## src/sv/cc3d_ram.sv

```systemverilog
`timescale 1ns / 1ps
// generic scratch ram, one write port, two registered read ports
module cc3d_ram #(
    parameter int WIDTH = 8,
    parameter int DEPTH = 32
) (
    input  logic                     aclk,
    input  logic                     we,
    input  logic [$clog2(DEPTH)-1:0] wa,
    input  logic [WIDTH-1:0]         wd,
    input  logic [$clog2(DEPTH)-1:0] ra_a,
    input  logic [$clog2(DEPTH)-1:0] ra_b,
    output logic [WIDTH-1:0]         rd_a,
    output logic [WIDTH-1:0]         rd_b
);

    logic [WIDTH-1:0] mem_reg [DEPTH];

    always_ff @(posedge aclk) begin
        if (we) begin
            mem_reg[wa] <= wd;
        end
        rd_a <= mem_reg[ra_a];
        rd_b <= mem_reg[ra_b];
    end

endmodule

```

## config.mk

```make
export PLATFORM = sky130hd
export DESIGN_NAME = cc3d_ram
export DESIGN_NICKNAME = d
export VERILOG_FILES = /design/src/sv/cc3d_ram.sv
export SDC_FILE = /design/constraint.sdc
export NUM_CORES = 1
export LEC_CHECK = 0
export BUFFER_PORTS_ARGS = -buffer_cell sky130_fd_sc_hd__buf_2
export CAP_MARGIN = 20
export CORE_MARGIN = 2
export CORE_UTILIZATION = 42
export DETAILED_ROUTE_END_ITERATION = 10
export GPL_TIMING_DRIVEN = 0
export PLACE_DENSITY_LB_ADDON = 0.15
export SYNTH_ARGS = -nofsm -noshare
export SYNTH_HDL_FRONTEND = slang
export SYNTH_SLANG_ARGS = --single-unit
export TNS_END_PERCENT = 50
```

## constraint.sdc

```tcl
create_clock -name aclk -period 4.55 [get_ports aclk]
set_input_delay 0.455 -clock aclk [delete_from_list [all_inputs] [get_ports aclk]]
set_output_delay 0.455 -clock aclk [all_outputs]
set_load 0.005 [all_outputs]
```

# Yosys cells after proc, flatten, opt, wreduce, memory -nomap -nowiden
# Memory sizes are Yosys's and may differ from the RTL's. A register that Yosys moved wholly into a read port is not among the register bits.
# Cells that the tools add are included.
[op_classes] muxes=2
[ops] op="$mux W1" n=2
[totals] n_memories=1 ff_bits=0 mem_bits_rw=256 wordCells=3
[memory_table] name="mem_reg" words=32 word_bits=8 rd=2 rd_clocked_by_memory_dff=2 wr=1 line_no="17" text="logic [WIDTH-1:0] mem_reg [DEPTH];"

# Longest topological paths before layout
# Gate-level depths: netlist (run 1).
[depth] word_depth=2 mapped_depth=5 ltp_nobuf=3

# Worst setup path after synthesis (run 1)
# OpenSTA, ideal clock, no wires.
[synth_path] path_type="input-to-reg" startpoint="input port ra_b[1]" endpoint="register rd_b[0] (read register of mem_reg)" setup_time_ps=121 t_arrival_ps=2137 setup_slack_ps=2292 n_path_buf=2 required_ps=4429 stages=5 path_cell_list="clkbuf_1 -> buf_1 -> mux4_2 -> mux4_2 -> mux2_2"
[synth_rtl] element="start, declared" line_no="12" text="input logic [$clog2(DEPTH)-1:0] ra_b,"
[synth_rtl] element="end, declared" line_no="14" text="output logic [WIDTH-1:0] rd_b"

==> results of run 1 <==
[final cells by class]
class	instances	area, µm²	share of cell area
clock buffers	31	733	0.0534
well taps	384	480	0.0350
multi-input cells	221	3990	0.291
repair buffers	30	150	0.0109
flip-flops and latches	272	8010	0.584
plain buffers	39	209	0.0152
clock inverters	19	150	0.0109
[cells by family (layout without fill, tap and decap cells)]
logic type / count (synthesis) / after routing / synth area share
flip-flops: 272 / 272 / 0.656
AND/OR/NAND/NOR: 45 / 45 / 0.0170
buffers and inverters: 39 / 119 / 0.0171
multiplexers: 176 / 176 / 0.310
[layer usage]
layer | routed length (µm) | up-vias | GRT usage
met5 | 18 | - | 0
li1 | - | 2481 | -
met4 | 756 | 2 | 0.0545
met3 | 3010 | 38 | 0.0529
met1 | 14100 | 3459 | 0.328
met2 | 16400 | 336 | 0.365
[worst paths after layout]
path | to | slack (ps) | cells after the start
min | rd_a[0]$_DFF_P_ | 450 | 2
max | rd_b[2]$_DFF_P_ | 1780 | 5
max reg2reg | rd_a[1]$_DFF_P_ | 2630 | 3
min reg2reg | rd_a[3]$_DFF_P_ | 940 | 3
[placed cells by master (no fill, tap or decap)]
cell type,count
bufinv_16,2
buf_6,2
buf_2,32
clkinvlp_4,2
mux2_2,16
dfxtp_1,16
clkbuf_1,9
buf_4,12
nor2_1,33
clkinv_2,7
or3b_2,3
edfxtp_1,256
buf_1,16
clkinv_4,1
nand3_1,2
clkinv_1,6
mux4_2,160
inv_6,1
nand3b_1,5
clkbuf_16,29
or3_1,1
nand2_1,1
[per-stage QoR]
stage	total power, mW	setup slack, ps
after floorplan	3.13	2290
after global placement	3.32	1240
after detailed placement	3.33	1260
after CTS	5.53	1820
after global routing	5.65	1790
final	5.51	1780
[power by group]
part	switching [mW]	internal, mW
combinational	0.260	0.213
clock	0.959	1.27
sequential	0.0176	2.79
==> impl_metrics.yaml, run 1 <==
sta:
  period_share: 0.608
  period_minus_slack_ps: 2770
  slew_headroom: 0.280
  setup-tns-final_ps: 0
  finalHoldViolCount: 0
  maxSlewViolCount: 0
  fin_worst_skew_ps: 9.54
  hold_ws_ps: 448
  worst_slew_pin_slew_ps: 1080
  rsz0062_at_grt: "no"
  max_freq_mhz: 362
  setup_viol: 0
clocking:
  hold_buffers: 0
  cts-htree-levels: 1
  cts_tree: "done"
  cts_made_buffers: 29
  cts.path.max_buffers: 3
  post_cts_resized: 0
  postCtsSetupRepairBufs: 0
  clk_pin_slew_worst_paths_ps: 60
  root_buffer: "clkbuf_16"
  clock-sinks: 272
  clk_latency_ps: 540
critical_path:
  r2r-start: "mem_reg[14][1]$_DFFE_PP_"
  cp-end-kind: "register"
  critPathBufInv: 2
  worstPathRequired_ps: 4980
  slowest_delay_ps: 800
  crit_top_cell: "mux4_2"
  critPathSlowestCell: "buf_1"
  setup.worst_path.start: "ra_b[1]"
  critical_path.top_delay_family: "buffers and inverters"
  worstSetupStartpointType: "input port"
  crit_chain: "clkbuf_1 > buf_1 > mux4_2 > mux4_2 > mux2_2"
  crit_type: "in -> reg"
  crit_fanout: 10
  cp.arrival_ps: 3190
yosys:
  synth.most_common_cell: "edfxtp_1"
  synth_flop_cell: "edfxtp_1"
  netlist_instances: 532
  netlist_top_cells_area: "edfxtp_1 (63%), mux4_2 (30%), dfxtp_1 (2.6%), mux2_2 (1.5%), nor2_1 (1.0%)"
  yosysUniqueCellTypes: 15
  ys_seq_area_frac: 0.656
  synth_area_leader_cell: "edfxtp_1"
  ys_async_sr_fraction: 0
  synth_top_area_frac: 0.630
  ys_seq_elements: 272
  syn_nets: 557
  syn_area_per_cell_um2: 22.9
  ys_warn_count: 0
  netlist_area_um2: 12200
  synth_edf_count: 256
  synth_common_cells: "edfxtp_1 (256), mux4_2 (160), nor2_1 (33)"
cells_and_area:
  layout.nets: 618
  largest_register_ffs: 256
  area_delta_synth_final_pct: 12.4
  fillers: 2309
  finish.utilization: 0.479
  antenna_cells: 0
  stdcell_count: 996
  final_layout_size_suffix_gt1_frac: 0.436
  fin_area_um2: 13700
routing:
  vias_per_cell: 6.34
  via_count: 6316
  drt_iter0_markers: 1138
  drc: 0
  ant_nets: 0
  wire_per_inst_um: 34.4
  firstDrtPassIters: 5
  drt_wl_total_um: 34200
place:
  portBuffers: 30
  dp_hpwl_um: 23200
  place_congestion: 0.881
  placed_cell_area_um2: 12800
  dp.cells: 946
global_routing:
  grt_max_degree: 33
  antenna_found_initial: 1
  grt-ovfl-total: 0
  grt_pass1_vias: 6547
  grt_pass1_wl_um: 48500
  track_usage: 0.230
min_path:
  hp-start: "ra_a[3]"
  hp-class: "in -> reg"
floorplan:
  initial_utilization: 0.426
  rows: 62
  fp.dieH_um: 174
  die_area_um2: 30400
  die_w_um: 174
  core_um2: 28600
  ios: 41
run_status:
  outcome: "finished, final reports clean"
run:
  drv_cap: 0
power_and_ir_drop:
  vdd_drop_max_v: 0.000256
  power.density_nw_per_um2: 401
  cellLeakagePower_nw: 4.23
No activity file was read; power rests on OpenSTA's default activity.
==> run 2, diff against run 1 <==
==> constraint.sdc (replaced) <==
create_clock -name aclk -period 2.4 [get_ports aclk]
set_input_delay 0.24 -clock aclk [delete_from_list [all_inputs] [get_ports aclk]]
set_output_delay 0.24 -clock aclk [all_outputs]
set_load 0.005 [all_outputs]
==> run 2 against run 1 <==
Compared with the run above: sequential share of layout area is 0.12 points lower; flip-flop and latch count unchanged; final cell count stayed put; clock skew grew 1.3 ps; core utilization up 0.096 points; total power grew 89%; worst setup slack worse by 1800 ps; non-clock buffer count is the same; global-route usage about the same; wire length is essentially flat; largest cell class unchanged; largest power group unchanged.
==> impl_metrics.yaml, run 2 (synthesized netlist as in run 1, its figures left out) <==
run_status:
  outcome: "finished, final reports clean"
floorplan:
  die_area_um2: 30400
  rows: 62
  initial_utilization: 0.426
  fp.dieH_um: 174
  core_um2: 28600
  ios: 41
  die_w_um: 174
clocking:
  clock-sinks: 272
  cts-htree-levels: 1
  cts_made_buffers: 29
  cts_tree: "done"
  clk_pin_slew_worst_paths_ps: 60
  hold_buffers: 0
  clk_latency_ps: 540
  postCtsSetupRepairBufs: 0
  cts.path.max_buffers: 3
  root_buffer: "clkbuf_16"
critical_path:
  cp.arrival_ps: 2820
  critPathBufInv: 2
  crit_top_cell: "mux4_2"
  crit_chain: "clkbuf_1 > buf_1 > mux4_2 > mux4_2 > mux2_2"
  critPathSlowestCell: "buf_1"
  cp-end-kind: "register"
  slowest_delay_ps: 680
  crit_type: "in -> reg"
  crit_fanout: 10
  r2r-start: "mem_reg[14][1]$_DFFE_PP_"
  critical_path.top_delay_family: "multiplexers"
  worstSetupStartpointType: "input port"
  setup.worst_path.start: "ra_b[1]"
  worstPathRequired_ps: 2830
  rr_worst_depth: 3
  endpoint: "rd_b[2]$_DFF_P_"
  r2r_setup_slack_ps: 460
  r2r_end: "rd_a[1]$_DFF_P_"
  cp.depth: 5
cells_and_area:
  antenna_cells: 0
  area_delta_synth_final_pct: 12.6
  mostFrequentLayoutCells: "edfxtp_1 (256), mux4_2 (160), buf_2 (33), nor2_1 (33), clkbuf_16 (29)"
  layout.nets: 618
  final_layout_size_suffix_gt1_frac: 0.448
  largest_register_ffs: 256
  final_common_cell: "edfxtp_1"
  stdcell_count: 996
global_routing:
  grt_max_degree: 33
  antenna_found_initial: 1
  track_usage: 0.230
  grt_pass1_wl_um: 48400
  grt_pass1_vias: 6559
  grt-ovfl-total: 0
power_and_ir_drop:
  vdd_drop_max_v: 0.000485
  power.density_nw_per_um2: 758
  cellLeakagePower_nw: 4.25
sta:
  period_minus_slack_ps: 2390
  period_share: 0.996
  max_freq_mhz: 418
  rsz0062_at_grt: "no"
  worst_slew_pin_slew_ps: 1110
  maxSlewViolCount: 0
  setup-tns-final_ps: 0
  setup_viol: 0
  hold_ws_ps: 235
  fin_worst_skew_ps: 10.8
  finalHoldViolCount: 0
  slew_headroom: 0.256
routing:
  drc: 0
  firstDrtPassIters: 5
  vias_per_cell: 6.36
  wire_per_inst_um: 34.3
  ant_nets: 0
  drt_iter0_markers: 1175
  drt_wl_total_um: 34200
  via_count: 6330
run:
  drv_cap: 0
place:
  dp_hpwl_um: 23200
  dp.cells: 946
  place_congestion: 0.881
  portBuffers: 30
min_path:
  hp-class: "in -> reg"
[run 2: cell count changes in the layout (fill, tap and decap cells not counted)]
cell,previous run,this run
buf_2,32,33
clkdlybuf4s15_2,0,3
clkbuf_1,9,7
buf_1,16,11
clkbuf_2,0,3
[run 2: how the worst min path moves through the flow]
stage	start	end	slack, ps	depth (start not counted)
2_1_floorplan	wd[0]	mem_reg[0][0]$_DFFE_PP_	340	0
3_3_place_gp	rd_a[1]$_DFF_P_	rd_a[1]	620	1
3_5_place_dp	rd_a[4]$_DFF_P_	rd_a[4]	620	1
4_1_cts	wd[5]	mem_reg[20][5]$_DFFE_PP_	210	1
5_1_grt	wd[5]	mem_reg[22][5]$_DFFE_PP_	250	1
6_report	wd[5]	mem_reg[28][5]$_DFFE_PP_	230	1
[run 2: where the power goes]
| group | internal (mW) | leakage (nW) | switching [mW] | total, mW |
|---|---|---|---|---|
| clock | 2.41 | 0.434 | 1.80 | 4.21 |
| sequential | 5.28 | 2.44 | 0.0335 | 5.31 |
| combinational | 0.405 | 1.38 | 0.493 | 0.898 |
[run 2: cell type report]
cell class	instances	area, µm²
clock buffers	31	733
multi-input cells	221	3990
fillers	2308	14900
well taps	384	480
plain buffers	39	236
flip-flops and latches	272	8010
repair buffers	30	150
clock inverters	19	150
[run 2: metal layers]
| metal | vias up | wire length (µm) | GRT usage | share of wire |
|---|---|---|---|---|
| li1 | 2481 | - | - | - |
| met1 | 3436 | 13600 | 0.326 | 0.40 |
| met2 | 367 | 16300 | 0.365 | 0.48 |
| met3 | 44 | 3440 | 0.0551 | 0.10 |
| met4 | 2 | 804 | 0.0552 | 0.024 |
| met5 | - | 18 | 0 | 0.00053 |
[run 2: per-stage QoR]
stage | cell area, µm² | utilization | power [mW] | worst slack (ps)
after detailed placement | 12800 | 0.449 | 6.31 | -679
after floorplan | 12200 | - | 5.93 | 357
after global routing | 13700 | 0.480 | 10.7 | 4.23
after global placement | 12800 | 0.449 | 6.29 | -698
after CTS | 13700 | 0.480 | 10.5 | 5.31
final | 13700 | 0.480 | 10.4 | 10.2
[run 2: what timing repair did]
action,4_1_cts,5_1_grt
setup endpoints to repair,14,8
gates resized for setup,9,2
gates cloned,0,0
==> run 3, diff against run 2 <==
--- a/config.mk
+++ b/config.mk
@@ -9,6 +9,7 @@
 export CAP_MARGIN = 20
 export CORE_MARGIN = 2
 export CORE_UTILIZATION = 42
+export CTS_BUF_LIST = sky130_fd_sc_hd__clkbuf_4 sky130_fd_sc_hd__clkbuf_8
 export DETAILED_ROUTE_END_ITERATION = 10
 export GPL_TIMING_DRIVEN = 0
 export PLACE_DENSITY_LB_ADDON = 0.15
==> run 3 against run 2 <==
Compared with the run above: the flow now finishes with violations (setup timing); register-to-register slack is essentially flat; critical endpoint is now rd_a[7]$_DFF_P_; die area is the same; sequential share of layout area grew 0.12 points; clock skew grew 11 ps; non-clock buffer count is the same; core utilization shrank 0.096 points; largest cell class unchanged.
==> impl_metrics.yaml, run 3 (synthesized netlist as in run 1, its figures left out) <==
sta:
  rsz0062_at_grt: "no"
  worst_slew_pin_slew_ps: 1070
  period_minus_slack_ps: 2440
  period_share: 1.02
  hold_ws_ps: 233
  finalWorstSetupSlack_ps: -38.3
  finalHoldViolCount: 0
  fin_worst_skew_ps: 22.0
  max_freq_mhz: 410
  maxSlewViolCount: 0
  slew_headroom: 0.287
  setup_viol: 2
cells_and_area:
  area_delta_synth_final_pct: 12.4
  mostFrequentLayoutCells: "edfxtp_1 (256), mux4_2 (160), clkbuf_8 (47)"
  final_layout_size_suffix_gt1_frac: 0.470
  seqCellArea_um2: 8010
  multi_input_area_um2: 3990
  antenna_cells: 0
  largest_register_ffs: 256
  fin_area_um2: 13700
  layout.nets: 634
  fillers: 2330
  final_common_cell: "edfxtp_1"
routing:
  firstDrtPassIters: 5
  vias_per_cell: 6.25
  met3_length_um: 3140
  drc: 0
  drt_iter0_markers: 1083
  ant_nets: 0
  wl_met2_um: 16000
  via_count: 6411
  wire_per_inst_um: 33.6
  met1Wirelength_um: 14200
  drt_wl_total_um: 34500
  dr.max_layer_used: "met5"
global_routing:
  grt_pass1_wl_um: 49200
  track_usage: 0.233
  grt_pass1_vias: 6671
  antenna_found_initial: 2
  grt_max_degree: 33
  grt-ovfl-total: 0
critical_path:
  crit_fanout: 10
  setup.worst_path.start: "ra_a[2]"
  r2r_setup_slack_ps: 460
  r2r_end: "rd_a[1]$_DFF_P_"
  worstPathRequired_ps: 2820
  endpoint: "rd_a[7]$_DFF_P_"
  worstSetupStartpointType: "input port"
  crit_type: "in -> reg"
  r2r-start: "mem_reg[15][1]$_DFFE_PP_"
  cp.arrival_ps: 2860
  rr_worst_depth: 3
  cp-end-kind: "register"
run:
  drv_cap: 0
floorplan:
  rows: 62
  ios: 41
  core_um2: 28600
  die_area_um2: 30400
  initial_utilization: 0.426
  die_w_um: 174
  fp.dieH_um: 174
clocking:
  root_buffer: "clkbuf_8"
  cts.path.max_buffers: 3
  clock-sinks: 272
  cts_made_buffers: 45
  cts_tree: "done"
  cts-htree-levels: 2
  clk_pin_slew_worst_paths_ps: 60
  postCtsSetupRepairBufs: 0
  clk_latency_ps: 550
power_and_ir_drop:
  power.density_nw_per_um2: 742
  power.total_mw: 10.2
  vdd_drop_max_v: 0.000337
  cellLeakagePower_nw: 4.28
place:
  dp_hpwl_um: 23200
  placed_cell_area_um2: 12800
  place_congestion: 0.881
  portBuffers: 30
run_status:
  outcome: "finished with violations"
  violations: "setup timing"
min_path:
  hp-class: "in -> reg"
run 3: cell types whose count changed in the layout (fill, tap and decap cells not counted):
cell             before  now
clkinvlp_4            2    1
inv_6                 1    0
clkbuf_4              0   14
clkdlybuf4s15_2       3    2
clkbuf_8              0   47
clkinv_4              1    0
bufinv_16             2    1
clkbuf_2              3    4
clkbuf_1              7    5
clkbuf_16            29    0
clkinv_1              6   10
run 3: worst max-delay path, stage by stage:
cell      delay [ps]
clkbuf_1         550
buf_1            710
mux4_2           460
mux4_2           580
mux2_2           310
run 3: through the flow:
step	setup TNS, ps	util	setup slack, ps	instances
3_3_place_gp	-9840	0.449	-698	946
4_1_cts	-74.8	0.479	-30.0	1026
6_report	-46.9	0.479	-38.3	1026
3_5_place_dp	-9790	0.449	-679	946
5_1_grt	0	0.479	15.1	1026
2_1_floorplan	0	-	357	532
run 3: metal layers:
metal,GRT usage,up-vias
met2,0.358,364
met5,0,-
met4,0.0767,4
met3,0.0582,64
met1,0.331,3457
li1,-,2522
run 3: area by class of cell:
type / instances / area share
multi-input combinational: 221 / 0.291
clock buffer: 61 / 0.0548
timing repair buffer: 30 / 0.0109
buffer: 39 / 0.0168
clock inverter: 19 / 0.00802
tap: 384 / 0.0350
sequential: 272 / 0.584
run 3: how the worst min path moves through the flow:
stage                         start                  endpoint  slack, ps  depth (start not counted)
CTS                           wd[5]  mem_reg[12][5]$_DFFE_PP_        200                          1
global route                  wd[5]   mem_reg[0][5]$_DFFE_PP_        250                          1
global placement    rd_a[1]$_DFF_P_                   rd_a[1]        620                          1
detailed placement  rd_a[4]$_DFF_P_                   rd_a[4]        620                          1
finish                      ra_a[3]           rd_a[0]$_DFF_P_        230                          2
floorplan                     wd[0]   mem_reg[0][0]$_DFFE_PP_        340                          0
run 3: repair_timing:
| item | CTS | global route |
|---|---|---|
| hold buffers | 0 | 0 |
| gates resized for setup | 6 | 7 |
| endpoints found under the hold margin | 0 | 0 |
| setup endpoints to repair | 13 | 14 |
run 3: where the power goes:
part	total, mW	internal, mW	switching (mW)	leakage, nW
Clock	3.97	2.14	1.83	0.460
Combinational	0.896	0.405	0.492	1.38
Sequential	5.32	5.28	0.0335	2.44
