**src/sv/cc3d_pkg.sv**
```systemverilog
`timescale 1ns / 1ps
// shared types, constants and the sequencer program for the circumcenter block
package cc3d_pkg;

    localparam int MAX_POINTS = 4;
    localparam int COORD_IN_W = 16;
    localparam int OUT_W      = 48;
    localparam int RAM_DEPTH  = 32;
    localparam int ADDR_W     = 5;
    localparam int PROG_LEN   = 64;
    localparam int PC_W       = 6;

    localparam logic [OUT_W-1:0] SAT_MAX = {1'b0, {(OUT_W-1){1'b1}}};
    localparam logic [OUT_W-1:0] SAT_MIN = {1'b1, {(OUT_W-1){1'b0}}};

    // scratch memory map
    localparam int A_P0 = 0;
    localparam int A_U  = 3;
    localparam int A_V  = 6;
    localparam int A_W  = 9;
    localparam int A_S1 = 12;
    localparam int A_S2 = 13;
    localparam int A_S3 = 14;
    localparam int A_A  = 15;
    localparam int A_B  = 18;
    localparam int A_C  = 21;
    localparam int A_D  = 24;
    localparam int A_N  = 25;

    typedef enum logic [1:0] {
        STAT_OK       = 2'd0,
        STAT_TOO_MANY = 2'd1,
        STAT_DEGEN    = 2'd2
    } status_t;

    typedef enum logic [1:0] {
        MODE_ONE   = 2'd0,
        MODE_TWO   = 2'd1,
        MODE_THREE = 2'd2,
        MODE_FOUR  = 2'd3
    } mode_t;

    typedef enum logic [3:0] {
        ST_IDLE,
        ST_WR_Y,
        ST_WR_Z,
        ST_FETCH,
        ST_MAC_START,
        ST_MAC_RUN,
        ST_WB,
        ST_DIV_FETCH,
        ST_DIV_START,
        ST_DIV_RUN,
        ST_RESULT
    } state_t;

    typedef enum logic [1:0] {
        SRC_RAM = 2'd0,
        SRC_ONE = 2'd1,
        SRC_TWO = 2'd2
    } opsrc_t;

    typedef struct packed {
        opsrc_t              src;
        logic [ADDR_W-1:0]   addr;
    } opnd_t;

    typedef struct packed {
        logic                stop;
        logic                clr;
        logic                neg;
        logic                wr;
        opnd_t               x;
        opnd_t               y;
        logic [ADDR_W-1:0]   wa;
    } uop_t;

    typedef struct packed {
        logic start;
        logic clr;
        logic neg;
    } mac_cmd_t;

    localparam opnd_t OP_ONE = '{src: SRC_ONE, addr: '0};
    localparam opnd_t OP_TWO = '{src: SRC_TWO, addr: '0};
    localparam uop_t UOP_STOP = '{stop: 1'b1, clr: 1'b0, neg: 1'b0, wr: 1'b0,
                                  x: OP_ONE, y: OP_ONE, wa: '0};

    function automatic opnd_t rm(input int a);
        opnd_t o;
        o.src  = SRC_RAM;
        o.addr = a[ADDR_W-1:0];
        return o;
    endfunction

    function automatic uop_t t(input opnd_t x, input opnd_t y, input logic clr,
                               input logic neg, input logic wr, input int wa);
        uop_t u;
        u.stop = 1'b0;
        u.clr  = clr;
        u.neg  = neg;
        u.wr   = wr;
        u.x    = x;
        u.y    = y;
        u.wa   = wa[ADDR_W-1:0];
        return u;
    endfunction

    // each entry is one term acc (+/-)= x*y; wr stores acc after the term
    function automatic uop_t prog_at(input mode_t mode, input logic [PC_W-1:0] pc);
        uop_t p [PROG_LEN];
        int   n;
        int   k;
        int   i1;
        int   i2;
        for (k = 0; k < PROG_LEN; k++) begin
            p[k] = UOP_STOP;
        end
        n = 0;
        case (mode)
            MODE_ONE: begin
                for (k = 0; k < 3; k++) begin
                    p[n] = t(rm(A_P0 + k), OP_ONE, 1'b1, 1'b0, 1'b1, A_N + k); n++;
                end
                p[n] = t(OP_ONE, OP_ONE, 1'b1, 1'b0, 1'b1, A_D); n++;
            end
            MODE_TWO: begin
                for (k = 0; k < 3; k++) begin
                    p[n] = t(rm(A_P0 + k), OP_ONE, 1'b1, 1'b0, 1'b0, 0); n++;
                    p[n] = t(rm(A_U + k), OP_ONE, 1'b0, 1'b0, 1'b1, A_N + k); n++;
                end
                p[n] = t(OP_ONE, OP_TWO, 1'b1, 1'b0, 1'b1, A_D); n++;
            end
            MODE_THREE: begin
                // edges from the first point
                for (k = 0; k < 3; k++) begin
                    p[n] = t(rm(A_U + k), OP_ONE, 1'b1, 1'b0, 1'b0, 0); n++;
                    p[n] = t(rm(A_P0 + k), OP_ONE, 1'b0, 1'b1, 1'b1, A_U + k); n++;
                    p[n] = t(rm(A_V + k), OP_ONE, 1'b1, 1'b0, 1'b0, 0); n++;
                    p[n] = t(rm(A_P0 + k), OP_ONE, 1'b0, 1'b1, 1'b1, A_V + k); n++;
                end
                for (k = 0; k < 3; k++) begin
                    p[n] = t(rm(A_U + k), rm(A_U + k), k == 0, 1'b0, k == 2, A_S1); n++;
                end
                for (k = 0; k < 3; k++) begin
                    p[n] = t(rm(A_V + k), rm(A_V + k), k == 0, 1'b0, k == 2, A_S2); n++;
                end
                // normal n = u x v
                for (k = 0; k < 3; k++) begin
                    i1 = (k == 2) ? 0 : k + 1;
                    i2 = (k == 0) ? 2 : k - 1;
                    p[n] = t(rm(A_U + i1), rm(A_V + i2), 1'b1, 1'b0, 1'b0, 0); n++;
                    p[n] = t(rm(A_U + i2), rm(A_V + i1), 1'b0, 1'b1, 1'b1, A_C + k); n++;
                end
                for (k = 0; k < 3; k++) begin
                    p[n] = t(rm(A_C + k), rm(A_C + k), k == 0, 1'b0, k == 2, A_D); n++;
                end
                p[n] = t(rm(A_D), OP_TWO, 1'b1, 1'b0, 1'b1, A_D); n++;
                // g = |v|^2 u - |u|^2 v
                for (k = 0; k < 3; k++) begin
                    p[n] = t(rm(A_S2), rm(A_U + k), 1'b1, 1'b0, 1'b0, 0); n++;
                    p[n] = t(rm(A_S1), rm(A_V + k), 1'b0, 1'b1, 1'b1, A_A + k); n++;
                end
                // numerator p0*den + n x g
                for (k = 0; k < 3; k++) begin
                    i1 = (k == 2) ? 0 : k + 1;
                    i2 = (k == 0) ? 2 : k - 1;
                    p[n] = t(rm(A_D), rm(A_P0 + k), 1'b1, 1'b0, 1'b0, 0); n++;
                    p[n] = t(rm(A_C + i1), rm(A_A + i2), 1'b0, 1'b0, 1'b0, 0); n++;
                    p[n] = t(rm(A_C + i2), rm(A_A + i1), 1'b0, 1'b1, 1'b1, A_N + k); n++;
                end
            end
            default: begin
                for (k = 0; k < 3; k++) begin
                    p[n] = t(rm(A_U + k), OP_ONE, 1'b1, 1'b0, 1'b0, 0); n++;
                    p[n] = t(rm(A_P0 + k), OP_ONE, 1'b0, 1'b1, 1'b1, A_U + k); n++;
                    p[n] = t(rm(A_V + k), OP_ONE, 1'b1, 1'b0, 1'b0, 0); n++;
                    p[n] = t(rm(A_P0 + k), OP_ONE, 1'b0, 1'b1, 1'b1, A_V + k); n++;
                    p[n] = t(rm(A_W + k), OP_ONE, 1'b1, 1'b0, 1'b0, 0); n++;
                    p[n] = t(rm(A_P0 + k), OP_ONE, 1'b0, 1'b1, 1'b1, A_W + k); n++;
                end
                for (k = 0; k < 3; k++) begin
                    p[n] = t(rm(A_U + k), rm(A_U + k), k == 0, 1'b0, k == 2, A_S1); n++;
                end
                for (k = 0; k < 3; k++) begin
                    p[n] = t(rm(A_V + k), rm(A_V + k), k == 0, 1'b0, k == 2, A_S2); n++;
                end
                for (k = 0; k < 3; k++) begin
                    p[n] = t(rm(A_W + k), rm(A_W + k), k == 0, 1'b0, k == 2, A_S3); n++;
                end
                // adjugate columns v x w, w x u, u x v
                for (k = 0; k < 3; k++) begin
                    i1 = (k == 2) ? 0 : k + 1;
                    i2 = (k == 0) ? 2 : k - 1;
                    p[n] = t(rm(A_V + i1), rm(A_W + i2), 1'b1, 1'b0, 1'b0, 0); n++;
                    p[n] = t(rm(A_V + i2), rm(A_W + i1), 1'b0, 1'b1, 1'b1, A_A + k); n++;
                    p[n] = t(rm(A_W + i1), rm(A_U + i2), 1'b1, 1'b0, 1'b0, 0); n++;
                    p[n] = t(rm(A_W + i2), rm(A_U + i1), 1'b0, 1'b1, 1'b1, A_B + k); n++;
                    p[n] = t(rm(A_U + i1), rm(A_V + i2), 1'b1, 1'b0, 1'b0, 0); n++;
                    p[n] = t(rm(A_U + i2), rm(A_V + i1), 1'b0, 1'b1, 1'b1, A_C + k); n++;
                end
                for (k = 0; k < 3; k++) begin
                    p[n] = t(rm(A_A + k), rm(A_U + k), k == 0, 1'b0, k == 2, A_D); n++;
                end
                p[n] = t(rm(A_D), OP_TWO, 1'b1, 1'b0, 1'b1, A_D); n++;
                for (k = 0; k < 3; k++) begin
                    p[n] = t(rm(A_D), rm(A_P0 + k), 1'b1, 1'b0, 1'b0, 0); n++;
                    p[n] = t(rm(A_S1), rm(A_A + k), 1'b0, 1'b0, 1'b0, 0); n++;
                    p[n] = t(rm(A_S2), rm(A_B + k), 1'b0, 1'b0, 1'b0, 0); n++;
                    p[n] = t(rm(A_S3), rm(A_C + k), 1'b0, 1'b0, 1'b1, A_N + k); n++;
                end
            end
        endcase
        return p[pc];
    endfunction

endpackage

```
**src/sv/cc3d_mac.sv**
```systemverilog
`timescale 1ns / 1ps
// shift-add multiply-accumulate unit, one multiplier bit per cycle
module cc3d_mac #(
    parameter int W = 88
) (
    input  logic                 aclk,
    input  logic                 aresetn,
    input  cc3d_pkg::mac_cmd_t   cmd,
    input  logic signed [W-1:0]  x_in,
    input  logic signed [W-1:0]  y_in,
    output logic                 done,
    output logic signed [W-1:0]  acc
);

    logic                run_reg;
    logic signed [W-1:0] x_reg;
    logic signed [W-1:0] y_reg;
    logic signed [W-1:0] acc_reg;
    logic                y_zero;
    logic                y_ones;

    assign y_zero = (y_reg == '0);
    assign y_ones = (y_reg == '1);
    assign done   = run_reg && (y_zero || y_ones);
    assign acc    = acc_reg;

    always_ff @(posedge aclk) begin
        if (!aresetn) begin
            run_reg <= 1'b0;
        end else if (cmd.start) begin
            run_reg <= 1'b1;
        end else if (done) begin
            run_reg <= 1'b0;
        end
    end

    always_ff @(posedge aclk) begin
        if (cmd.start) begin
            x_reg <= cmd.neg ? -x_in : x_in;
            y_reg <= y_in;
            if (cmd.clr) begin
                acc_reg <= '0;
            end
        end else if (run_reg) begin
            if (y_ones) begin
                // remaining multiplier is -1
                acc_reg <= acc_reg - x_reg;
            end else if (!y_zero) begin
                if (y_reg[0]) begin
                    acc_reg <= acc_reg + x_reg;
                end
                x_reg <= x_reg <<< 1;
                y_reg <= y_reg >>> 1;
            end
        end
    end

endmodule

```
**config.mk**
```make
export PLATFORM = sky130hd
export DESIGN_NAME = cc3d_mac
export DESIGN_NICKNAME = d
export VERILOG_FILES = /design/src/sv/cc3d_pkg.sv /design/src/sv/cc3d_mac.sv
export SDC_FILE = /design/constraint.sdc
export NUM_CORES = 1
export LEC_CHECK = 0
export ABC_AREA = 1
export BUFFER_PORTS_ARGS = -buffer_cell sky130_fd_sc_hd__clkbuf_2
export CAP_MARGIN = 20
export CORE_ASPECT_RATIO = 2
export CORE_UTILIZATION = 35
export CTS_BUF_LIST = sky130_fd_sc_hd__clkbuf_2
export DETAILED_ROUTE_END_ITERATION = 10
export RECOVER_POWER = 100
export SYNTH_ARGS = -nofsm -noshare
export SYNTH_HDL_FRONTEND = slang
export SYNTH_SLANG_ARGS = --single-unit
export TNS_END_PERCENT = 50
```
**constraint.sdc**
```tcl
create_clock -name aclk -period 17 [get_ports aclk]
set_input_delay 3.4 -clock aclk [delete_from_list [all_inputs] [get_ports aclk]]
set_output_delay 3.4 -clock aclk [all_outputs]
set_load 0.005 [all_outputs]
```
=== Word level (Yosys, flattened, before mapping) ===
Index checks and enable logic that the tools add are counted.

* Register bits: 265
* Input bits: 181
* Output and inout bits: 89
* Word-level logic and storage cells: 38

* $add $sub $neg: 3
* Eq/ne operators: 5
* Mux-type cells: 17
* Reduce and logical (&&, ||, !) cells: 8

{| class="wikitable"
|+ Operators with widths
! kind !! number
|-
| $mux W88 || 12
|-
| $mux W87 || 3
|-
| $add A88 B88 Y88 || 1
|-
| $eq A88 B88 Y1 const B || 1
|-
| $logic_not A88 Y1 || 1
|-
| $neg A88 Y88 || 1
|-
| $sub A88 B88 Y88 || 1
|-
| $ne A2 B2 Y1 const B || 3
|-
| $reduce_and A4 Y1 || 1
|-
| $reduce_bool A2 Y1 || 2
|-
| $ne A3 B2 Y1 const B || 1
|-
| $reduce_and A3 Y1 || 1
|-
| $reduce_bool A3 Y1 || 1
|-
| $mux W1 || 2
|-
| $logic_and A1 B1 Y1 || 1
|-
| $logic_or A1 B1 Y1 || 1
|}

=== Depth between registers and ports, before layout ===
* Word-level depth: 6
* Mapped depth: 27
* Mapped depth without buffers: 25

=== Worst setup path before layout ===
OpenSTA, ideal clock, no wires.

* Kind: input to register
* Start: input port cmd[2] in the netlist's numbering
* End: register x_reg[0], enable pin
* Library setup time: 527 ps
* Arrival: 7624 ps
* Required time: 16473 ps
* Slack: 8849 ps
* Stages: 7
* Path buffers: 3
* Cells stage by stage: clkbuf_1 -> inv_1 -> buf_2 -> clkbuf_1 -> nand4_1 -> nand3_1 -> inv_1

* Word-level cells in the longest chain between the ends: 2
* Elaborated cells on any way between the ends: 4
* Classes of those cells: eq/ne (2); reduce/logical (2)

{| class="wikitable"
|+ Ends and longest elaborated chain
! element !! line !! source
|-
| start, declared || cc3d_mac.sv:8 || <nowiki>input cc3d_pkg::mac_cmd_t cmd,</nowiki>
|-
| $ne A2 B2 Y1 (no line) / $reduce_bool A2 Y1 (equally long branches) || n/a ||
|-
| $reduce_and A3 Y1 (no line) * || n/a ||
|-
| end signal, assigned || cc3d_mac.sv:39 || <nowiki>x_reg <= cmd.neg ? -x_in : x_in;</nowiki>
|-
| end signal, assigned || cc3d_mac.sv:52 || <nowiki>x_reg <= x_reg <<< 1;</nowiki>
|-
| end, declared || cc3d_mac.sv:16 || <nowiki>logic signed [W-1:0] x_reg;</nowiki>
|}

Mark *: on every way between the ends. The rest lies on a longest branch, timed or not.
A chain may end at the register's enable or synchronous reset.

=== Final worst setup path ===
* Start: input port cmd[2] in the netlist's numbering
* End: register x_reg[39] (data pin)

* Word-level cells in the longest chain between the ends: 1

{| class="wikitable"
|+ Ends and longest elaborated chain
! element !! line !! source
|-
| $mux W88 || cc3d_mac.sv:38 || <nowiki>if (cmd.start) begin</nowiki>
|}

Every way passes these cells.

==> impl_metrics.toml <==
[status]
status = "complete, but fails checks"
violations = "capacitance limit, slew limit"

[worst_hold_path]
hold_path.class = "reg2reg"
min_from = "x_reg[59]$_DFFE_PP_"
min_path_cells = 2
hold-path-endpoint = "x_reg[60]$_DFFE_PP_"

[sta]
worst_pin_slew_ps = 3630
skew_ps = 80.9
fin_crit_sh = 0.609
max_freq_mhz = 96.6
relSlewSlack = -1.42
fin_tns_setup_ps = 0
rsz0062_at_grt = "false"
hold_viol = 0
min_period_ps = 10360
setup_viol = 0
maxSlewViolCount = 367

[worst_setup_path]
crit_path_max_fanout = 89
start_kind = "input pin"
reg2reg_from = "x_reg[0]$_SDFFCE_PN0P_"
r2r_setup_slack_ps = 11530
cp-end-kind = "flip-flop"
worstPathRequired_ps = 17890
worst-setup-path-type = "in2reg"
reg2reg_depth = 21
r2r-end = "acc[72]$_SDFFCE_PP0P_"
arrival_ps = 11250

[clock_network]
insertion_delay_ps = 1280
cts_buffers = 72
cts.sinks = 265
root_buffer = "clkbuf_2"
post-cts-setup-buffers = 0
cts-resized-gates = 0
htreeDepth = 3
cts_buffer_depth = 3
cts_tree = "yes"
hold_buffers = 0
path_clk_slew_ps = 130

[flow_run]
max-cap-violations = 6

[logic_synthesis]
syn_area_mm2 = 0.0260
syn_inst = 4237
yosysTopAreaCell = "edfxtp_1"
netlist.area_leader.share = 0.305
synthTopCellsByArea = "edfxtp_1 (31%), nand2_1 (22%), inv_1 (9.4%)"
async_reset_ff_frac = 0
yosysUniqueCellTypes = 47
synth.avg_cell_area_um2 = 6.13
ys_seq_area_frac = 0.306
yosys_warnings = 0
ys.flop_type = "edfxtp_1"
synth_edf_count = 264
syn-num-nets = 4508
yosys_register_bits = 265

[route]
avgViaCountPerCell = 5.17
route.detailed.drc = 0
num_vias = 28400
final_antenna_net_count = 0
routed_wl_um = 122000
wl_per_cell_um = 22.2
drtPass1Iterations = 5
drtIter0Drc = 1707

[floorplan]
pin_count = 270
dieHeight_um = 387
coreArea_mm2 = 0.0737
initial_utilization = 0.352
die_x_um = 195
row_count = 141
die_area_mm2 = 0.0754

[grt]
grt_usage = 0.323
overflow = 0
grt_pass1_vias = 28900
antenna_found_initial = 1
grt_max_degree = 116
grt_pass1_wl_um = 175000

[cells_and_area]
nFillCells = 8536
final_core_util = 0.391
final_common_cell = "nand2_1"
mostFrequentLayoutCells = "nand2_1 (1535), inv_1 (652), nor2_1 (593), clkbuf_2 (317), edfxtp_1 (264)"
drive_gt1_frac = 0.0883
nets = 4790
area_growth_pct = 11.1

[place]
portBuffers = 269
gp_congestion = 1.01
place.detailed.hpwl_um = 102000

[power]
p_leak_nw = 14.2
power_density_mw_per_mm2 = 80.5
ir_drop_mv = 0.0494
==> logic make-up after synthesis <==
logic type / count (synthesis) / synth area share
compound gates: 431 / 0.0886
xor+xnor: 126 / 0.0425
fa+ha+maj: 90 / 0.0436
buf+inv: 730 / 0.107
flops: 265 / 0.306
simple gates: 2595 / 0.413
==> metrics by stage <==
| step | instance area, um2 | worst slack (ps) | hold slack (ps) | power [mW] | cells |
|---|---|---|---|---|---|
| after CTS | 29000 | 10330 | 561 | 2.33 | 5503 |
| final | 28900 | 6640 | 554 | 2.32 | 5505 |
| after floorplan | 26000 | 8850 | 520 | 1.47 | 4237 |
| after detailed placement | 28300 | 10460 | 544 | 1.81 | 5373 |
| after global placement | 28300 | 10510 | 539 | 1.81 | 5372 |
| after global routing | 28900 | 5570 | 593 | 2.46 | 5505 |
==> worst max path at each step <==
| stage | from | slack [ps] | endpoint |
|---|---|---|---|
| after floorplan | cmd[2] | 8850 | x_reg[0]$_SDFFCE_PN0P_ |
| after global placement | cmd[2] | 10510 | x_reg[59]$_DFFE_PP_ |
| after detailed placement | cmd[2] | 10460 | x_reg[59]$_DFFE_PP_ |
| after CTS | y_reg[70]$_DFFE_PP_ | 10330 | done |
| after global routing | cmd[2] | 5570 | x_reg[39]$_DFFE_PP_ |
| final | cmd[2] | 6640 | x_reg[39]$_DFFE_PP_ |
==> routing by layer <==
layer	track usage	vias to the layer above	wire length, um
li1	-	14100	-
met1	0.291	12900	40000
met2	0.593	998	62100
met3	0.0521	424	6330
met4	0.328	0	13900
met5	0	-	0
==> where the power goes <==
group	switching, mW	total [mW]	internal, mW
clock	0.335	0.508	0.174
combinational	0.648	0.916	0.267
sequential	0.0769	0.899	0.822
==> final cells by class <==
cell class,count,area (um2),share of cell area
inverters,658,2480,0.0858
multi-input cells,3242,15300,0.529
clock inverters,33,168,0.00581
repair buffers,280,1360,0.0470
diodes,1,2.50,0.0000867
flip-flops and latches,265,7950,0.275
well taps,929,1160,0.0403
clock buffers,97,485,0.0168
==> synthesized netlist by cell type, types with 6 or more instances <==
master	n
nand3b_1	8
nor3_1	29
o21bai_1	15
a31oi_1	12
nor4_1	27
edfxtp_1	264
nor2_2	13
o21ai_2	6
clkbuf_1	50
o21a_1	7
buf_1	7
buf_2	13
o21ai_0	208
inv_1	654
nor3_2	6
and2_1	8
nand2_1	1536
nand3_2	9
nand3_1	229
ha_1	89
nor2_1	593
nand4_1	106
xor2_1	118
o21ai_1	20
xnor2_1	8
a21oi_1	153
nand2_2	11
==> critical path: stages <==
cell,delay [ps]
clkbuf_1,2100
clkinvlp_2,2750
clkbuf_1,1670
buf_4,940
nand2_1,170
o21ai_0,90
Note: power is estimated with default switching activity, not from simulation.
