## src/sv/cc3d_pkg.sv

```systemverilog
`timescale 1ns / 1ps
// shared types, constants and the sequencer program for the circumcenter block
package cc3d_pkg;

    localparam int MAX_POINTS = 4;
    localparam int COORD_IN_W = 16;
    localparam int OUT_W      = 48;
    localparam int RAM_DEPTH  = 32;
    localparam int ADDR_W     = 5;
    localparam int PROG_LEN   = 64;
    localparam int PC_W       = 6;

    localparam logic [OUT_W-1:0] SAT_MAX = {1'b0, {(OUT_W-1){1'b1}}};
    localparam logic [OUT_W-1:0] SAT_MIN = {1'b1, {(OUT_W-1){1'b0}}};

    // scratch memory map
    localparam int A_P0 = 0;
    localparam int A_U  = 3;
    localparam int A_V  = 6;
    localparam int A_W  = 9;
    localparam int A_S1 = 12;
    localparam int A_S2 = 13;
    localparam int A_S3 = 14;
    localparam int A_A  = 15;
    localparam int A_B  = 18;
    localparam int A_C  = 21;
    localparam int A_D  = 24;
    localparam int A_N  = 25;

    typedef enum logic [1:0] {
        STAT_OK       = 2'd0,
        STAT_TOO_MANY = 2'd1,
        STAT_DEGEN    = 2'd2
    } status_t;

    typedef enum logic [1:0] {
        MODE_ONE   = 2'd0,
        MODE_TWO   = 2'd1,
        MODE_THREE = 2'd2,
        MODE_FOUR  = 2'd3
    } mode_t;

    typedef enum logic [3:0] {
        ST_IDLE,
        ST_WR_Y,
        ST_WR_Z,
        ST_FETCH,
        ST_MAC_START,
        ST_MAC_RUN,
        ST_WB,
        ST_DIV_FETCH,
        ST_DIV_START,
        ST_DIV_RUN,
        ST_RESULT
    } state_t;

    typedef enum logic [1:0] {
        SRC_RAM = 2'd0,
        SRC_ONE = 2'd1,
        SRC_TWO = 2'd2
    } opsrc_t;

    typedef struct packed {
        opsrc_t              src;
        logic [ADDR_W-1:0]   addr;
    } opnd_t;

    typedef struct packed {
        logic                stop;
        logic                clr;
        logic                neg;
        logic                wr;
        opnd_t               x;
        opnd_t               y;
        logic [ADDR_W-1:0]   wa;
    } uop_t;

    typedef struct packed {
        logic start;
        logic clr;
        logic neg;
    } mac_cmd_t;

    localparam opnd_t OP_ONE = '{src: SRC_ONE, addr: '0};
    localparam opnd_t OP_TWO = '{src: SRC_TWO, addr: '0};
    localparam uop_t UOP_STOP = '{stop: 1'b1, clr: 1'b0, neg: 1'b0, wr: 1'b0,
                                  x: OP_ONE, y: OP_ONE, wa: '0};

    function automatic opnd_t rm(input int a);
        opnd_t o;
        o.src  = SRC_RAM;
        o.addr = a[ADDR_W-1:0];
        return o;
    endfunction

    function automatic uop_t t(input opnd_t x, input opnd_t y, input logic clr,
                               input logic neg, input logic wr, input int wa);
        uop_t u;
        u.stop = 1'b0;
        u.clr  = clr;
        u.neg  = neg;
        u.wr   = wr;
        u.x    = x;
        u.y    = y;
        u.wa   = wa[ADDR_W-1:0];
        return u;
    endfunction

    // each entry is one term acc (+/-)= x*y; wr stores acc after the term
    function automatic uop_t prog_at(input mode_t mode, input logic [PC_W-1:0] pc);
        uop_t p [PROG_LEN];
        int   n;
        int   k;
        int   i1;
        int   i2;
        for (k = 0; k < PROG_LEN; k++) begin
            p[k] = UOP_STOP;
        end
        n = 0;
        case (mode)
            MODE_ONE: begin
                for (k = 0; k < 3; k++) begin
                    p[n] = t(rm(A_P0 + k), OP_ONE, 1'b1, 1'b0, 1'b1, A_N + k); n++;
                end
                p[n] = t(OP_ONE, OP_ONE, 1'b1, 1'b0, 1'b1, A_D); n++;
            end
            MODE_TWO: begin
                for (k = 0; k < 3; k++) begin
                    p[n] = t(rm(A_P0 + k), OP_ONE, 1'b1, 1'b0, 1'b0, 0); n++;
                    p[n] = t(rm(A_U + k), OP_ONE, 1'b0, 1'b0, 1'b1, A_N + k); n++;
                end
                p[n] = t(OP_ONE, OP_TWO, 1'b1, 1'b0, 1'b1, A_D); n++;
            end
            MODE_THREE: begin
                // edges from the first point
                for (k = 0; k < 3; k++) begin
                    p[n] = t(rm(A_U + k), OP_ONE, 1'b1, 1'b0, 1'b0, 0); n++;
                    p[n] = t(rm(A_P0 + k), OP_ONE, 1'b0, 1'b1, 1'b1, A_U + k); n++;
                    p[n] = t(rm(A_V + k), OP_ONE, 1'b1, 1'b0, 1'b0, 0); n++;
                    p[n] = t(rm(A_P0 + k), OP_ONE, 1'b0, 1'b1, 1'b1, A_V + k); n++;
                end
                for (k = 0; k < 3; k++) begin
                    p[n] = t(rm(A_U + k), rm(A_U + k), k == 0, 1'b0, k == 2, A_S1); n++;
                end
                for (k = 0; k < 3; k++) begin
                    p[n] = t(rm(A_V + k), rm(A_V + k), k == 0, 1'b0, k == 2, A_S2); n++;
                end
                // normal n = u x v
                for (k = 0; k < 3; k++) begin
                    i1 = (k == 2) ? 0 : k + 1;
                    i2 = (k == 0) ? 2 : k - 1;
                    p[n] = t(rm(A_U + i1), rm(A_V + i2), 1'b1, 1'b0, 1'b0, 0); n++;
                    p[n] = t(rm(A_U + i2), rm(A_V + i1), 1'b0, 1'b1, 1'b1, A_C + k); n++;
                end
                for (k = 0; k < 3; k++) begin
                    p[n] = t(rm(A_C + k), rm(A_C + k), k == 0, 1'b0, k == 2, A_D); n++;
                end
                p[n] = t(rm(A_D), OP_TWO, 1'b1, 1'b0, 1'b1, A_D); n++;
                // g = |v|^2 u - |u|^2 v
                for (k = 0; k < 3; k++) begin
                    p[n] = t(rm(A_S2), rm(A_U + k), 1'b1, 1'b0, 1'b0, 0); n++;
                    p[n] = t(rm(A_S1), rm(A_V + k), 1'b0, 1'b1, 1'b1, A_A + k); n++;
                end
                // numerator p0*den + n x g
                for (k = 0; k < 3; k++) begin
                    i1 = (k == 2) ? 0 : k + 1;
                    i2 = (k == 0) ? 2 : k - 1;
                    p[n] = t(rm(A_D), rm(A_P0 + k), 1'b1, 1'b0, 1'b0, 0); n++;
                    p[n] = t(rm(A_C + i1), rm(A_A + i2), 1'b0, 1'b0, 1'b0, 0); n++;
                    p[n] = t(rm(A_C + i2), rm(A_A + i1), 1'b0, 1'b1, 1'b1, A_N + k); n++;
                end
            end
            default: begin
                for (k = 0; k < 3; k++) begin
                    p[n] = t(rm(A_U + k), OP_ONE, 1'b1, 1'b0, 1'b0, 0); n++;
                    p[n] = t(rm(A_P0 + k), OP_ONE, 1'b0, 1'b1, 1'b1, A_U + k); n++;
                    p[n] = t(rm(A_V + k), OP_ONE, 1'b1, 1'b0, 1'b0, 0); n++;
                    p[n] = t(rm(A_P0 + k), OP_ONE, 1'b0, 1'b1, 1'b1, A_V + k); n++;
                    p[n] = t(rm(A_W + k), OP_ONE, 1'b1, 1'b0, 1'b0, 0); n++;
                    p[n] = t(rm(A_P0 + k), OP_ONE, 1'b0, 1'b1, 1'b1, A_W + k); n++;
                end
                for (k = 0; k < 3; k++) begin
                    p[n] = t(rm(A_U + k), rm(A_U + k), k == 0, 1'b0, k == 2, A_S1); n++;
                end
                for (k = 0; k < 3; k++) begin
                    p[n] = t(rm(A_V + k), rm(A_V + k), k == 0, 1'b0, k == 2, A_S2); n++;
                end
                for (k = 0; k < 3; k++) begin
                    p[n] = t(rm(A_W + k), rm(A_W + k), k == 0, 1'b0, k == 2, A_S3); n++;
                end
                // adjugate columns v x w, w x u, u x v
                for (k = 0; k < 3; k++) begin
                    i1 = (k == 2) ? 0 : k + 1;
                    i2 = (k == 0) ? 2 : k - 1;
                    p[n] = t(rm(A_V + i1), rm(A_W + i2), 1'b1, 1'b0, 1'b0, 0); n++;
                    p[n] = t(rm(A_V + i2), rm(A_W + i1), 1'b0, 1'b1, 1'b1, A_A + k); n++;
                    p[n] = t(rm(A_W + i1), rm(A_U + i2), 1'b1, 1'b0, 1'b0, 0); n++;
                    p[n] = t(rm(A_W + i2), rm(A_U + i1), 1'b0, 1'b1, 1'b1, A_B + k); n++;
                    p[n] = t(rm(A_U + i1), rm(A_V + i2), 1'b1, 1'b0, 1'b0, 0); n++;
                    p[n] = t(rm(A_U + i2), rm(A_V + i1), 1'b0, 1'b1, 1'b1, A_C + k); n++;
                end
                for (k = 0; k < 3; k++) begin
                    p[n] = t(rm(A_A + k), rm(A_U + k), k == 0, 1'b0, k == 2, A_D); n++;
                end
                p[n] = t(rm(A_D), OP_TWO, 1'b1, 1'b0, 1'b1, A_D); n++;
                for (k = 0; k < 3; k++) begin
                    p[n] = t(rm(A_D), rm(A_P0 + k), 1'b1, 1'b0, 1'b0, 0); n++;
                    p[n] = t(rm(A_S1), rm(A_A + k), 1'b0, 1'b0, 1'b0, 0); n++;
                    p[n] = t(rm(A_S2), rm(A_B + k), 1'b0, 1'b0, 1'b0, 0); n++;
                    p[n] = t(rm(A_S3), rm(A_C + k), 1'b0, 1'b0, 1'b1, A_N + k); n++;
                end
            end
        endcase
        return p[pc];
    endfunction

endpackage

```

## src/sv/cc3d_div.sv

```systemverilog
`timescale 1ns / 1ps
// restoring divider, rounds to nearest and saturates to the output range
module cc3d_div #(
    parameter int RW        = 88,
    parameter int FRAC_BITS = 16
) (
    input  logic                               aclk,
    input  logic                               aresetn,
    input  logic                               start,
    input  logic signed [RW-1:0]               num,
    input  logic signed [RW-1:0]               den,
    output logic                               done,
    output logic [cc3d_pkg::OUT_W-1:0]         quot
);

    localparam int NW = RW + FRAC_BITS;
    localparam int CW = $clog2(NW + 1);
    localparam logic [NW:0] HALF = (NW + 1)'(1) << (cc3d_pkg::OUT_W - 1);

    logic                        busy_reg;
    logic                        rnd_reg;
    logic                        done_reg;
    logic [CW-1:0]               cnt_reg;
    logic [NW-1:0]               dvd_reg;
    logic [RW-1:0]               rem_reg;
    logic [RW-1:0]               den_reg;
    logic                        neg_reg;
    logic [NW:0]                 qr_reg;
    logic [cc3d_pkg::OUT_W-1:0]  res_reg;

    logic [RW-1:0] num_abs;
    logic [RW-1:0] den_abs;
    logic [RW-1:0] rem_sh;
    logic          fits;
    logic [RW:0]   rem_dbl;
    logic [NW:0]   qr_neg;

    assign num_abs = num[RW-1] ? RW'(-num) : RW'(num);
    assign den_abs = den[RW-1] ? RW'(-den) : RW'(den);
    assign rem_sh  = {rem_reg[RW-2:0], dvd_reg[NW-1]};
    assign fits    = (rem_sh >= den_reg);
    assign rem_dbl = {rem_reg, 1'b0};
    assign qr_neg  = ~qr_reg + (NW + 1)'(1);
    assign done    = done_reg;
    assign quot    = res_reg;

    always_ff @(posedge aclk) begin
        if (!aresetn) begin
            busy_reg <= 1'b0;
            rnd_reg  <= 1'b0;
            done_reg <= 1'b0;
        end else begin
            done_reg <= rnd_reg;
            rnd_reg  <= busy_reg && (cnt_reg == '0);
            if (start) begin
                busy_reg <= 1'b1;
            end else if (busy_reg && (cnt_reg == '0)) begin
                busy_reg <= 1'b0;
            end
        end
    end

    always_ff @(posedge aclk) begin
        if (start) begin
            dvd_reg <= NW'(num_abs) << FRAC_BITS;
            den_reg <= den_abs;
            rem_reg <= '0;
            cnt_reg <= CW'(NW);
            neg_reg <= num[RW-1] ^ den[RW-1];
        end else if (busy_reg) begin
            if (cnt_reg != '0) begin
                rem_reg <= fits ? rem_sh - den_reg : rem_sh;
                dvd_reg <= {dvd_reg[NW-2:0], fits};
                cnt_reg <= cnt_reg - CW'(1);
            end else begin
                // ties away from zero
                qr_reg <= {1'b0, dvd_reg} + (NW + 1)'(rem_dbl >= {1'b0, den_reg});
            end
        end
        if (rnd_reg) begin
            if (!neg_reg) begin
                res_reg <= (qr_reg >= HALF) ? cc3d_pkg::SAT_MAX
                                            : qr_reg[cc3d_pkg::OUT_W-1:0];
            end else begin
                res_reg <= (qr_reg > HALF) ? cc3d_pkg::SAT_MIN
                                           : qr_neg[cc3d_pkg::OUT_W-1:0];
            end
        end
    end

endmodule

```

## config.mk

```make
export PLATFORM = sky130hd
export DESIGN_NAME = cc3d_div
export DESIGN_NICKNAME = d
export VERILOG_FILES = /design/src/sv/cc3d_pkg.sv /design/src/sv/cc3d_div.sv
export SDC_FILE = /design/constraint.sdc
export NUM_CORES = 1
export LEC_CHECK = 0
export BUFFER_PORTS_ARGS = -buffer_cell sky130_fd_sc_hd__buf_2
export CAP_MARGIN = 15
export CELL_PAD_IN_SITES_DETAIL_PLACEMENT = 0
export CELL_PAD_IN_SITES_GLOBAL_PLACEMENT = 2
export CORE_MARGIN = 1
export CORE_UTILIZATION = 25
export DETAILED_ROUTE_END_ITERATION = 10
export PLACE_DENSITY_LB_ADDON = 0.15
export SYNTH_ARGS = -nofsm -noshare
export SYNTH_HDL_FRONTEND = slang
export SYNTH_SLANG_ARGS = --single-unit
```

## constraint.sdc

```tcl
create_clock -name aclk -period 9.6 [get_ports aclk]
set_input_delay 0.48 -clock aclk [delete_from_list [all_inputs] [get_ports aclk]]
set_output_delay 0.48 -clock aclk [all_outputs]
set_load 0.03 [all_outputs]
```

# Yosys cells after proc, flatten, opt, wreduce, memory -nomap -nowiden
# Cells that the tools add are included.
# Widths: inputs -> output; s select.
[word_totals] regBits=444 in_bits=179 output_inout_bits=49 word_cells=46
[op_classes] add_sub_neg=6 n_lt_le_gt_ge=4 n_mux=11 bitwise=4 reduce_logical=9
[ops] cell="$mux 104" n=3
[ops] cell="$mux 88" n=2
[ops] cell="$neg 88->88" n=2
[ops] cell="$mux 48" n=3
[ops] cell="$add 104x1->105" n=1
[ops] cell="$ge 105x48->1 const B" n=1
[ops] cell="$gt 105x48->1 const B" n=1
[ops] cell="$ge 89x88->1" n=1
[ops] cell="$ge 88x88->1" n=1
[ops] cell="$sub 88x88->88" n=1
[ops] cell="$mux 87" n=1
[ops] cell="$add 48x1->48 const B" n=1
[ops] cell="$not 48->48" n=1
[ops] cell="$logic_not 7->1" n=1
[ops] cell="$reduce_bool 7->1" n=1
[ops] cell="$sub 7x1->7 const B" n=1
[ops] cell="$reduce_bool 2->1" n=3
[ops] cell="$reduce_and 2->1" n=2
[ops] cell="$reduce_and 3->1" n=1
[ops] cell="$mux 1" n=2
[ops] cell="$not 1->1" n=2
[ops] cell="$logic_and 1x1->1" n=1
[ops] cell="$xor 1x1->1" n=1

# Logic depth before layout (Yosys ltp)
[logic_depth] word_depth=4 mapped_depth=26

# Worst setup path after synthesis
# OpenSTA, ideal clock, no wires.
[synth_path] path_kind="input -> register" start="input port start" end="register qr_reg[0], enable pin" arrival_ns=8.447 required_time_ns=8.903 setup_slack_ns=0.456 cell_stages=5 n_path_buf=4 path_cell_list="clkbuf_1 > clkbuf_1 > clkbuf_1 > clkbuf_1 > nor3_1"
[synth_via] elab_chain_cells=2
[synth_lines] element="start, declared" line="cc3d_div.sv:9" text="input logic start,"
[synth_lines] element="$not 1->1 (no source line)"
[synth_lines] element="$reduce_and 3->1 (no source line)"
[synth_lines] element="end signal, assigned" line="cc3d_div.sv:77" text="qr_reg <= {1'b0, dvd_reg} + (NW + 1)'(rem_dbl >= {1'b0, den_reg});"
[synth_lines] element="end, declared" line="cc3d_div.sv:28" text="logic [NW:0] qr_reg;"
# No other way between the ends.
# A chain may end at the register's enable or synchronous reset.

# Final worst setup path
[layout_path] start="register den_reg[80]" end="register qr_reg[97] (data pin)"
[layout_via] elab_chain_cells=2
[layout_lines] element="start, declared" line="cc3d_div.sv:26" text="logic [RW-1:0] den_reg;"
[layout_lines] element="start signal, assigned" line="cc3d_div.sv:66" text="den_reg <= den_abs;"
[layout_lines] element="$ge 89x88->1" line="cc3d_div.sv:77"
[layout_lines] element="$add 104x1->105" line="cc3d_div.sv:77"
# No other way between the ends.

==> results_tabular.tex <==
\begin{tabular}{lr}
\hline
Metric & Value \\
\hline
\multicolumn{2}{l}{\textbf{Power and ir drop}} \\
\quad Largest voltage drop on the vdd net & approximately 140 µV \\
\quad Power per standard cell area & roughly 160 nW/µm² \\
\quad Cell leakage power & about 12 nW \\
\multicolumn{2}{l}{\textbf{Timing}} \\
\quad Total count of hold-check failures in the final report & 0 \\
\quad Final cycle utilization of the critical path & between 60\% and 70\% \\
\quad Count of final max-slew check failures & 0 \\
\quad Slew at the pin closest to its max-slew limit & between 1 and 1.5 ns \\
\quad Setup\_tns & 0 ns \\
\quad Unrepaired setup endpoints after global routing & no \\
\quad Setup violations, final & 0 \\
\quad Time the worst path needs with I/O delays and setup & roughly 6.2 ns \\
\quad Final setup skew & between 0.03 and 0.04 ns \\
\quad Worst relative slew slack & a little under a quarter \\
\quad Maximum operating frequency & 160.9 MHz \\
\multicolumn{2}{l}{\textbf{Clock tree}} \\
\quad Worst-skew pair later-pin latency & between 0.6 and 0.7 ns \\
\quad Cts hold-fix bufs & 0 \\
\quad Clk buf depth & 3 \\
\quad Post-CTS setup buffer count & 0 \\
\quad TritonCTS clock tree & built \\
\quad CTS clock-pin slew for the worst setup and hold paths & about 0.060 ns \\
\quad Number of buffers created by CTS & 57 \\
\quad CTS H-tree depth & 2 \\
\quad Count of clock tree sinks & $\sim$440 \\
\quad Number of instances resized during post-cts repair & 0 \\
\quad Root buffer selected by CTS & sky130\_fd\_sc\_hd\_\_clkbuf\_16 \\
\multicolumn{2}{l}{\textbf{Finish}} \\
\quad Proportion of layout cells with a drive suffix above 1 & roughly 11\% \\
\quad Final nets & between 3,000 and 4,000 \\
\quad Number of flip-flops under the largest register name & between 100 and 150 \\
\quad Commonest non-fill, non-tap cell in the layout & sky130\_fd\_sc\_hd\_\_nand2\_1 \\
\quad Layout Area Growth over Synthesis & 15.66\% \\
\quad Most frequent cells in the layout & sky130\_fd\_sc\_hd\_\_nand2\_1, sky130\_fd\_sc\_hd\_\_edfxtp\_1, sky130\_fd\_sc\_hd\_\_xnor2\_1 \\
\quad Post-route cell area & approximately 34,000 µm² \\
\quad Number of inserted diodes & 0 \\
\multicolumn{2}{l}{\textbf{Floorplanning}} \\
\quad Number of core rows & between 100 and 150 \\
\quad Initial standard-cell utilization of the core & 25.16\% \\
\quad Area enclosed by the die boundary & between 100,000 and 150,000 µm² \\
\quad Ports placed on the boundary & approximately 230 \\
\quad Die Y & between 300 and 400 µm \\
\quad Die width & $\sim$340 µm \\
\quad Core area & about 120,000 µm² \\
\multicolumn{2}{l}{\textbf{Place}} \\
\quad Placed Instance Area & 31,840 µm² \\
\quad Total of buffers placed on input and output ports & $\sim$230 \\
\quad Final weighted congestion of routability-driven global placement & around 0.84 \\
\quad Dpl hpwl & 75.87 mm \\
\multicolumn{2}{l}{\textbf{Yosys}} \\
\quad Synthesized area divided by synthesized cell count & approximately 9 µm² \\
\quad Number of unique standard cell types used by synthesis & between 70 and 80 \\
\quad Flip-flop cell with the highest count after synthesis & sky130\_fd\_sc\_hd\_\_edfxtp\_1 \\
\quad Sequential fraction of the synthesis area & approximately two fifths \\
\quad Post-Synthesis Net Count & around 3,500 \\
\quad Fraction of registers with async set/reset & 0\% \\
\quad Combined area of all synthesized cells & 29,200 µm² \\
\quad EDFF count, synth & 330 \\
\quad Cell count after synthesis & around 3,300 \\
\quad Number of register bits inferred by synthesis & 444 \\
\quad Ys Warns & 0 \\
\multicolumn{2}{l}{\textbf{Worst setup path}} \\
\quad Worst r2r path cells & 21 \\
\quad Data arrival time of the worst path & approximately 6.6 ns \\
\quad Element type at the critical path end & register \\
\quad Delay of the slowest cell on the worst path & around 1 ns \\
\quad Dominant delay contributor by cell family on the critical path & simple AND/OR/NAND/NOR gates \\
\quad Buffers \& Inverters on Critical Path & 1 \\
\quad CP Launch Type & register \\
\quad Sequence of cells on the critical path & inv\_1 > ha\_1 > nand4\_1 > nor4\_1 > nand4\_1 > nor3\_1 > nand2b\_1 > and3\_1 > o21ai\_0 > ha\_1 > nand3\_1 > nand2b\_1 > nor4\_1 > nand2\_1 > nor2\_1 > nand2\_1 > nor2\_1 > nand2\_1 > nor2\_1 > nand2\_1 > xnor2\_1 \\
\quad RR Startpoint & den\_reg[80] \\
\quad Worst-path cell with the longest stage delay & sky130\_fd\_sc\_hd\_\_nor4\_1 \\
\quad CP max FO & 10 \\
\quad CP dominant cell by count & sky130\_fd\_sc\_hd\_\_nand2\_1 \\
\quad CP required & about 10 ns \\
\quad RR Endpoint & qr\_reg[97] \\
\quad Critical path start-end classification & register to register \\
\quad Cell depth of the worst setup path & 21 \\
\quad Register-to-Register Setup Slack & around 3.4 ns \\
\multicolumn{2}{l}{\textbf{Routing}} \\
\quad \# DRC & 0 \\
\quad Post-DR wirelength/cell & 20.11 µm \\
\quad Via-per-instance ratio & roughly 5.0 \\
\quad ANT nets after route & 0 \\
\quad Overall via count from detail\_route & between 20,000 and 25,000 \\
\quad Number of iterations in the first detailed-routing pass & 5 \\
\quad Total detailed-routing wirelength & 100.1 mm \\
\quad Drt initial violations & about 1,400 \\
\multicolumn{2}{l}{\textbf{Min path}} \\
\quad Cell depth of the worst hold path & 2 \\
\quad Hold worst-path end & done \\
\quad Launch point of the worst hold path & aresetn \\
\quad Worst min-delay path category & input port to register \\
\multicolumn{2}{l}{\textbf{Run status}} \\
\quad Status & completed \\
\multicolumn{2}{l}{\textbf{GRT}} \\
\quad Global-route usage over all layers & between 10\% and 20\% \\
\quad Global route total overflow & 0 \\
\quad Number of antenna violations at the first check in global routing & 1 \\
\quad First-pass GRT wire length & about 150 mm \\
\quad Maximum number of pins on one net before global-route repair & 101 \\
\quad Number of global-route vias before repair & roughly 25,000 \\
\multicolumn{2}{l}{\textbf{Job}} \\
\quad \# Max-Cap Violations & 0 \\
\hline
\end{tabular}
==> through the flow <==
stage                     util, %  worst slack, ns  total power [mW]  instances  hold slack (ns)
after floorplan                 -           0.4558             2.954       3264           0.4469
after global placement      27.43            3.393             3.317       4870           0.4675
after detailed placement    27.43            3.334             3.311       4870           0.4628
after CTS                   29.06            3.307             5.538       4976          0.04212
after global routing        29.10            2.842             5.705       4978          0.06814
final                       29.10            3.385             5.437       4978          0.09903
==> area by class of cell <==
| class | instances | area [µm²] |
|---|---|---|
| fillers | 12370 | 82280 |
| flip-flops and latches | 444 | 12190 |
| clock buffers | 71 | 1519 |
| well taps | 1524 | 1907 |
| repair buffers | 253 | 1374 |
| multi-input cells | 2496 | 15830 |
| clock inverters | 35 | 370.4 |
| inverters | 155 | 583.1 |
==> power breakdown <==
part | switching, mW | total [mW] | internal [mW]
Sequential | 0.0889 | 2.29 | 2.20
Combinational | 0.621 | 0.980 | 0.359
Clock | 0.911 | 2.17 | 1.26
==> worst register-to-register path, cell delays in order, from the launching register on <==
cell and delay, ns:
sky130_fd_sc_hd__edfxtp_1 0.35, sky130_fd_sc_hd__inv_1 0.07, sky130_fd_sc_hd__ha_1 0.48, sky130_fd_sc_hd__nand4_1 0.22
sky130_fd_sc_hd__nor4_1 1.01, sky130_fd_sc_hd__nand4_1 0.20, sky130_fd_sc_hd__nor3_1 0.25, sky130_fd_sc_hd__nand2b_1 0.14
sky130_fd_sc_hd__and3_1 0.18, sky130_fd_sc_hd__o21ai_0 0.19, sky130_fd_sc_hd__ha_1 0.27, sky130_fd_sc_hd__nand3_1 0.16
sky130_fd_sc_hd__nand2b_1 0.27, sky130_fd_sc_hd__nor4_1 0.59, sky130_fd_sc_hd__nand2_1 0.22, sky130_fd_sc_hd__nor2_1 0.36
sky130_fd_sc_hd__nand2_1 0.20, sky130_fd_sc_hd__nor2_1 0.34, sky130_fd_sc_hd__nand2_1 0.13, sky130_fd_sc_hd__nor2_1 0.15
sky130_fd_sc_hd__nand2_1 0.09, sky130_fd_sc_hd__xnor2_1 0.13
==> routing by layer <==
layer | track usage, % | up-vias | routed length [µm] | part of all wire [%]
met3 | 2.354 | 101 | 4371 | 4.4
met4 | 4.037 | 0 | 2035 | 2.0
li1 | - | 12220 | - | -
met2 | 27.73 | 522 | 46560 | 47
met1 | 22.44 | 11950 | 47130 | 47
met5 | 0 | - | 0 | 0
==> Yosys cell counts, drive strengths merged (60+ instances only) <==
master	n	share of area [%]
edfxtp	330	34
nand2	460	5.9
nor2	204	2.6
nor3	77	1.3
o31ai	60	1.6
o21ai	237	4.1
inv	154	2.0
xnor2	275	8.2
dfxtp	114	7.8
xor2	87	2.6
clkbuf	150	1.9
nand4	81	1.7
nand3	78	1.4
a21oi	202	3.5
ha	95	4.1
==> logic make-up after synthesis <==
kind of cell / count (synthesis) / share of synthesized area [%]
buf+inv: 324 / 4.165
compound gates: 821 / 18.06
flops: 444 / 41.75
mux: 56 / 1.924
xor+xnor: 362 / 10.86
fa+ha+maj: 96 / 4.139
simple gates: 1161 / 19.10
==> worst max path at each step <==
| stage | from | end |
|---|---|---|
| 2_1_floorplan | start | qr_reg[0] |
| 3_3_place_gp | den_reg[81] | qr_reg[97] |
| 3_5_place_dp | den_reg[80] | qr_reg[97] |
| 4_1_cts | den_reg[80] | qr_reg[97] |
| 5_1_grt | den_reg[80] | qr_reg[99] |
| 6_report | den_reg[80] | qr_reg[97] |
No activity file was read; power rests on OpenSTA's default activity.
